==> src/design/sfrl_ram.sv <==
// Generic single-port-write, single-read RAM with registered read data.
// Depends on nothing; sized by parameters.
module sfrl_ram #(
  parameter int Width = 8,
  parameter int Depth = 16
) (
  input  logic                     clk,
  input  logic                     we,
  input  logic [$clog2(Depth)-1:0] waddr,
  input  logic [Width-1:0]         wdata,
  input  logic [$clog2(Depth)-1:0] raddr,
  output logic [Width-1:0]         rdata
);
  logic [Width-1:0] mem [Depth];

  always_ff @(posedge clk) begin
    if (we) begin
      mem[waddr] <= wdata;
    end
    rdata <= mem[raddr];
  end
endmodule
==> config.mk <==
export PLATFORM = sky130hd
export DESIGN_NAME = sfrl_ram
export DESIGN_NICKNAME = d
export VERILOG_FILES = /design/src/design/sfrl_ram.sv
export SDC_FILE = /design/constraint.sdc
export NUM_CORES = 1
export LEC_CHECK = 0
export ABC_AREA = 1
export BUFFER_PORTS_ARGS = -buffer_cell sky130_fd_sc_hd__buf_2
export CORE_ASPECT_RATIO = 1.5
export CORE_MARGIN = 3
export CORE_UTILIZATION = 25
export CTS_CLUSTER_DIAMETER = 80
export CTS_CLUSTER_SIZE = 40
export DETAILED_ROUTE_END_ITERATION = 6
export HOLD_SLACK_MARGIN = 0.1
export PLACE_DENSITY = 0.46
export SLEW_MARGIN = 30
export SYNTH_ARGS = -nofsm -noshare
export SYNTH_HDL_FRONTEND = slang
export SYNTH_SLANG_ARGS = --single-unit
==> constraint.sdc <==
create_clock -name clk -period 3.6 [get_ports clk]
set_clock_uncertainty 0.15 [all_clocks]
set_input_delay 0.72 -clock clk [delete_from_list [all_inputs] [get_ports clk]]
set_output_delay 0.72 -clock clk [all_outputs]
set_load 0.005 [all_outputs]
==> results list, run 1 <==
- The flow ran to the end, and the final reports show no timing, DRC or antenna violations.
- Total Routed Length: 13,900 um
- Hold EP: rdata[3]$_DFF_P_
- The number of global-route vias before repair is 3,831.
- Post-synth net total: 569
- The clock passes through at most 2 buffers.
* First-pass iteration count of the detailed router: 4
- TritonCTS built the clock tree.
* Later-pin clock latency in the skew report: 0.41 ns
* First-pass GRT wire length: 21,800 um
- The setup check on the worst reg-to-reg path leaves a slack of 2.35 ns.
* Master cell of the clock root buffer: sky130_fd_sc_hd__clkbuf_16
* Worst Setup SP: raddr[0]
* Initial Utilization: 25.6%
* CTS hold repair buffers: 0
* Fraction of layout instances using a drive strength above 1: 12.3%
- In this run the count of I/O pins placed on the die edge is 26.
- Slew at the pin with the worst max-slew slack: 0.961 ns
- After layout, the worst path uses 62.8% of the clock period.
* Ant. Diodes: 0
- Full die area: 0.0250 mm^2
- Worst endpoint data arrival time: 2.41 ns
- CP required: 3.74 ns
- Entering global routing, the biggest net connects 50 pins.
- Global routing used 2.31% of the available met3 tracks.
- STA classifies the critical path endpoint as a flop.
- In this run the horizontal extent of the chip is 130 um.
- Count of cells resized by post-cts repair: 0
* Worst-case vdd ir drop: 0.345 mV
* Core Region: 0.0226 mm^2
- Synthesis-to-layout area growth: 17.4%
- Most numerous cell types in the synthesized netlist: sky130_fd_sc_hd__nand2_1, sky130_fd_sc_hd__edfxtp_1, sky130_fd_sc_hd__inv_1, sky130_fd_sc_hd__nand3_1, sky130_fd_sc_hd__nor2_1
* Final count of negative-setup-slack endpoints: 0
- In this run the static leakage power is 2.84 nW.
* Initial antenna violation count: 0
* Vias/cell: 4.28
* DRC violations left: 0
- In this run the cell area of the synthesized design comes to 0.00577 mm^2.
* # clock sinks: 136
- Placed cell area: 0.00615 mm^2
- Post-synth top area cell: sky130_fd_sc_hd__edfxtp_1
- Global routing finished with a remaining overflow of 0.
- Cell with the most instances after synthesis: sky130_fd_sc_hd__nand2_1
- Clock-pin slew was measured on the worst setup and hold paths at 0.06 ns.
- Number of distinct library cells after synthesis: 12
- Buffers placed on the I/O ports in this run total 25.
* Final hold viol count: 0
- Overall via count from detail_route: 3,721
- Buffers inserted by post-CTS timing repair: 0
* R2R depth: 6
- Post-layout utilization of the core: 30.0%
- Based on the critical path, the design can be clocked at up to 0.442 GHz.
- Critical path start-end classification: input port to flop
- Gate Count Post-Synth: 551
- Worst hold path stage count: 6
* Highest fanout seen on the critical path: 49
- In this run the critical register-to-register path is captured at rdata[1]$_DFF_P_.
- The share of synthesized area in the top cell type comes to 66.7%.
- The most used flip-flop cell after synthesis is sky130_fd_sc_hd__edfxtp_1.
- The path class of the tightest hold or removal check is flop to flop.
- In this run the core area contains 67 standard-cell rows.
- CTS H-tree lvls: 4
- Share of the yosys chip area belonging to registers: 69.4%
- After routing, the total negative slack on setup checks comes to 0 ns.
* Cts bufs inserted: 17
* Max-cap violation count: 0
- Dividing total power by cell area gives a power density of 557 mW/mm^2.
- Startpoint of the worst hold path: mem[11][3]$_DFFE_PP_
- After routing the design area is 0.00677 mm^2.
- RSZ-0062 raised after global routing: false
- The startpoint identified for the worst register-to-register timing path is mem[1][1]$_DFFE_PP_.
- Average footprint of a synthesized cell: 10.5 um^2
* Detailed-placement wirelength estimate: 8680 um
- For this run, the number of Yosys warnings is 0.
- Iteration-0 DRC count of the detailed router: 241
* Met2 track demand over resource: 20.2%
- The detail route stage leaves a number of antenna-violating nets equal to 0.
- GRT Max-Usage Layer: met2
* Met1 Resource Use GR: 14.6%
- Crit start category: input port
- After detailed routing, the average wire length per cell comes to 16.0 um.
- Ys async rst share: 0%
- Global routing consumed, over all layers together, 11.8% of the routing resources.
- Time the final worst path needs with I/O delays and setup: 2.26 ns
* Flop and latch count out of synthesis: 136
- Tightest hold margin: 0.515 ns
- Final nets: 599
- After synthesis, the cell types taking the most area are sky130_fd_sc_hd__edfxtp_1, sky130_fd_sc_hd__nand2_1, sky130_fd_sc_hd__nand3_1.
- Fin. max-slew vios: 0
- GPL Wtd Cong: 0.816
- From bottom edge to top edge, the die measures 192 um.
- The synthesized design contains 128 enable-type register cells.
* Slew HR: 35.7%
==> sequential cells by signal (all words and copies together) (netlist names) <==
signal / flops
mem: 128
rdata: 8
==> critical path: stages <==
cell	delay, ns
sky130_fd_sc_hd__buf_2	0.49
sky130_fd_sc_hd__inv_2	0.28
sky130_fd_sc_hd__buf_4	0.37
sky130_fd_sc_hd__nand2_1	0.11
sky130_fd_sc_hd__nand2_1	0.05
sky130_fd_sc_hd__nand2_1	0.05
sky130_fd_sc_hd__nand3_1	0.08
sky130_fd_sc_hd__nand3_1	0.13
sky130_fd_sc_hd__nand2_1	0.07
==> worst max-delay path by stage <==
| stage | to |
|---|---|
| 2_1_floorplan | mem[10][0]$_DFFE_PP_ |
| 3_3_place_gp | rdata[4]$_DFF_P_ |
| 3_5_place_dp | rdata[5]$_DFF_P_ |
| 4_1_cts | rdata[5]$_DFF_P_ |
| 5_1_grt | rdata[4]$_DFF_P_ |
| 6_report | rdata[2]$_DFF_P_ |
==> per-layer routing <==
layer  part of all wire, %  vias up
met4                   1.4        0
met3                   3.9        8
met5                     0        -
met1                    43     1815
met2                    52       68
li1                      -     1830
==> area by class of cell <==
| class | count | area (um^2) |
|---|---|---|
| inverter | 102 | 383 |
| clock buffer | 19 | 443 |
| multi-input combinational | 289 | 1230 |
| timing repair buffer | 35 | 200 |
| tap | 276 | 345 |
| fill | 2269 | 15800 |
| clock inverter | 13 | 170 |
| sequential | 136 | 4000 |
==> stage by stage <==
step	setup slack (ns)	instances	total power [mW]
2_1_floorplan	1.78	551	1.94
3_3_place_gp	0.940	838	2.02
3_5_place_dp	0.888	838	2.02
4_1_cts	1.33	870	3.81
5_1_grt	1.15	870	3.90
6_report	1.34	870	3.77
==> cell usage in the layout, fill, tap and decap left out, drive strengths merged <==
cell type,n
buf,35
bufinv,3
clkbuf,19
clkinv,2
clkinvlp,6
dfxtp,8
edfxtp,128
inv,104
nand2,173
nand3,97
nand3b,2
nor2,17
==> cells by family after synthesis <==
logic type,count (synthesis),share of synthesized area [%]
flip-flops,136,69.4
AND/OR/NAND/NOR,289,21.0
buffers and inverters,126,9.52
==> power by group <==
part	leakage, nW	total [mW]	switching [mW]	internal, mW
logic	1.34	0.203	0.145	0.0579
registers	1.22	1.78	0.0115	1.77
clock network	0.278	1.79	0.673	1.11
total	2.84	3.77	0.829	2.94
Power figures use the tool's default switching activity.
==> run 2, diff against run 1 <==
--- a/config.mk
+++ b/config.mk
@@ -14,7 +14,7 @@
 export CTS_CLUSTER_SIZE = 40
 export DETAILED_ROUTE_END_ITERATION = 6
 export HOLD_SLACK_MARGIN = 0.1
-export PLACE_DENSITY = 0.46
+export PLACE_DENSITY = 0.48
 export SLEW_MARGIN = 30
 export SYNTH_ARGS = -nofsm -noshare
 export SYNTH_HDL_FRONTEND = slang
==> constraint.sdc (replaced) <==
create_clock -name clk -period 2 [get_ports clk]
set_clock_uncertainty 0.15 [all_clocks]
set_input_delay 0.4 -clock clk [delete_from_list [all_inputs] [get_ports clk]]
set_output_delay 0.4 -clock clk [all_outputs]
set_load 0.005 [all_outputs]
==> run 2 against run 1 <==
Effect of this change:
- sequential share of layout area shrank 1.0 points
- worst setup slack lost 0.82 ns
- routed wire length shrank 1.7%
- count of clock-buffer cells in the layout grew 4
- global-route usage shrank 0.18 points
- die area is the same
- worst hold slack lost 0.28 ns
- sequential cell count is the same
- non-clock buffer count grew 17
- first-iteration DRC count grew 2.5%
- via count grew 0.94%
- register-to-register slack lost 1.5 ns
==> results list, run 2 (synthesis gave the netlist of run 1 again) <==
* Number of buffer cells added on primary ports: 25 (unchanged)
- The clock sink count was 136 (unchanged).
* Post-layout utilization of the core: 30.6% (+0.53 points)
- The I/O pin count was 26 (unchanged).
* Max Freq: 0.673 GHz
- Total Routed Length: 13,600 um (-1.7%)
- The total of hold buffers inserted after clock tree synthesis is 0 (unchanged).
- Standby leakage power: 2.95 nW (+3.5%)
* Most frequent standard cell in the layout excluding fill and tap cells: sky130_fd_sc_hd__nand2_1
* Largest registers ranked by flip-flop count: mem: 128 flops, rdata: 8 flops
- The critical path is of the flop to output pin type.
- The overflow left after global routing was 0 (unchanged).
* Slew at the pin with the worst max-slew slack: 0.339 ns (-0.623 ns)
- The total number of vias was 3,756 (+0.94%).
- The horizontal extent of the die is 130 um (unchanged).
- Cts bufs inserted: 17 (unchanged)
- The final setup violation count came to 0 (unchanged).
- The source-to-sink clock delay at the later pin of the worst-skew pair came to 0.41 ns (about the same).
- RSZ-0062 raised after global routing: false
* Register with the highest flop count: mem
* Avg WL per Cell: 15.4 um (-3.6%)
* Hold crit path type: input port to flop
- DRC violations left: 0 (unchanged)
- The signal on the critical path passes through buf_2.
- The power per standard cell area is 958 mW/mm^2 (+72%).
- Buffers inserted by post-CTS timing repair: 0 (unchanged)
* Crit start category: flop
* Vias/cell: 4.23 (-0.99%)
- The flow ran to the end, and the final reports show no timing, DRC or antenna violations.
- Detailed-placement wirelength estimate: 8930 um (+3.0%)
- The height of the chip was 192 um (unchanged).
* Number of nets still failing antenna checks after routing: 0 (unchanged)
- Time the final worst path needs with I/O delays and setup: 1.49 ns
- Initial antenna violation count: 0 (unchanged)
- The number of placement rows is 67 (unchanged).
- The final weighted congestion in routability-driven placement was 0.757 (-7.3%).
- All-Layer GR Usage: 11.6% (-0.18 points)
- Synthesis-to-layout area growth: 19.5%
- For this design, the slowest cell found on the critical path is sky130_fd_sc_hd__dfxtp_1.
- Total power: 6.60 mW (+75%)
* First-pass GRT wire length: 21,300 um (-2.2%)
- Clock Path Buffers: 2 (unchanged)
- The final critical-path setup slack is 0.515 ns (-0.824 ns).
- Flip-flop count of the largest register, all copies and words added: 128 (unchanged)
- The delay of the slowest cell on the worst path is 0.39 ns (-0.10 ns).
- Core Region: 0.0226 mm^2 (unchanged)
- The data arrival at the endpoint of the critical path was 0.94 ns (-1.47 ns).
- Iteration-0 DRC count of the detailed router: 247 (+2.5%)
- Count of cells resized by post-cts repair: 0 (unchanged)
* Fraction of layout instances using a drive strength above 1: 13.7% (+1.5 points)
* Final nets: 616 (+2.8%)
* Slew HR: 77.4% (+42 points)
- Fin. max-slew vios: 0 (unchanged)
- STA classifies the critical path endpoint as an output pin.
- Highest fanout seen on the critical path: 1 (-98%)
- The number of antenna cells inserted came to 0 (unchanged).
- Via count of the first global-routing pass: 3,819 (-0.31%)
- The setup TNS came to 0 ns (unchanged).
- First-pass iteration count of the detailed router: 4 (unchanged)
- The clock transition at the registers of the reported paths is 0.06 ns (about the same).
* CTS tree: done
- CP top delay family: flip-flops
* Master cell of the clock root buffer: sky130_fd_sc_hd__clkbuf_16
* Full die area: 0.0250 mm^2 (unchanged)
- Most frequent cells in the layout: sky130_fd_sc_hd__nand2_1, sky130_fd_sc_hd__edfxtp_1, sky130_fd_sc_hd__inv_1, sky130_fd_sc_hd__nand3_1, sky130_fd_sc_hd__buf_2
- CP required: 1.45 ns (-2.29 ns)
- The highest ir drop seen on vdd is 0.605 mV (+75%).
* CTS H-tree lvls: 4 (unchanged)
- Max-cap violation count: 0 (unchanged)
- Ratio of final minimum period to clock period: 74.3%
- Initial Utilization: 25.6% (unchanged)
* Pre-CTS WS: 0.344 ns (-0.543 ns)
- Maximum number of pins on one net before global-route repair: 50 (unchanged)
- The count of endpoints failing hold in the final timing report came to 0 (unchanged).
- The combined buffer and inverter count along the critical path is 1 (-2).
run 2: cell types whose count changed in the layout (fill, tap and decap cells not counted), sizes merged:
cell,change
buf,+17
bufinv,-2
clkinvlp,-3
clkbuf,+4
clkinv,+2
inv,-1
run 2: routing by layer:
layer	vias to the layer above	GRT usage [%]	share of wire, %
li1	1868	-	-
met5	-	0	0
met1	1783	12.8	38
met4	0	5.48	2.2
met3	17	2.20	3.3
met2	88	21.2	56
run 2: final timing paths:
| path | slack (ns) | cells past startpoint | end | from |
|---|---|---|---|---|
| setup / recovery | 0.51 | 1 | rdata[7] | rdata[7]$_DFF_P_ |
| hold / removal | 0.23 | 1 | mem[0][2]$_DFFE_PP_ | wdata[2] |
| setup reg to reg | 0.82 | 6 | rdata[5]$_DFF_P_ | mem[7][5]$_DFFE_PP_ |
| hold reg to reg | 0.52 | 6 | rdata[2]$_DFF_P_ | mem[12][2]$_DFFE_PP_ |
run 2: final cells by class:
type | count | area [um^2]
Clock buffer | 23 | 488
Clock inverter | 9 | 92.6
Fill cell | 2243 | 15700
Inverter | 102 | 383
Multi-Input combinational cell | 289 | 1210
Sequential cell | 136 | 4000
Tap cell | 276 | 345
Timing Repair Buffer | 52 | 365
run 2: power breakdown:
part           internal (mW)  total [mW]  switching (mW)
registers               3.19        3.21          0.0200
logic                  0.125       0.390           0.266
clock network           1.85        3.01            1.16
run 2: metrics by stage:
step / area, um^2 / std cells / hold slack (ns)
detailed placement: 6310 / 855 / 0.511
floorplan: 5770 / 551 / 0.349
finish: 6890 / 887 / 0.235
global placement: 6310 / 855 / 0.509
CTS: 6890 / 887 / 0.225
global route: 6890 / 887 / 0.230
run 2: worst register-to-register path: cells and delay by family, from the launching register on:
kind / cells / cell delay (ns)
AND/OR/NAND/NOR: 5 / 0.46
flip-flops: 1 / 0.37
buffers and inverters: 1 / 0.07
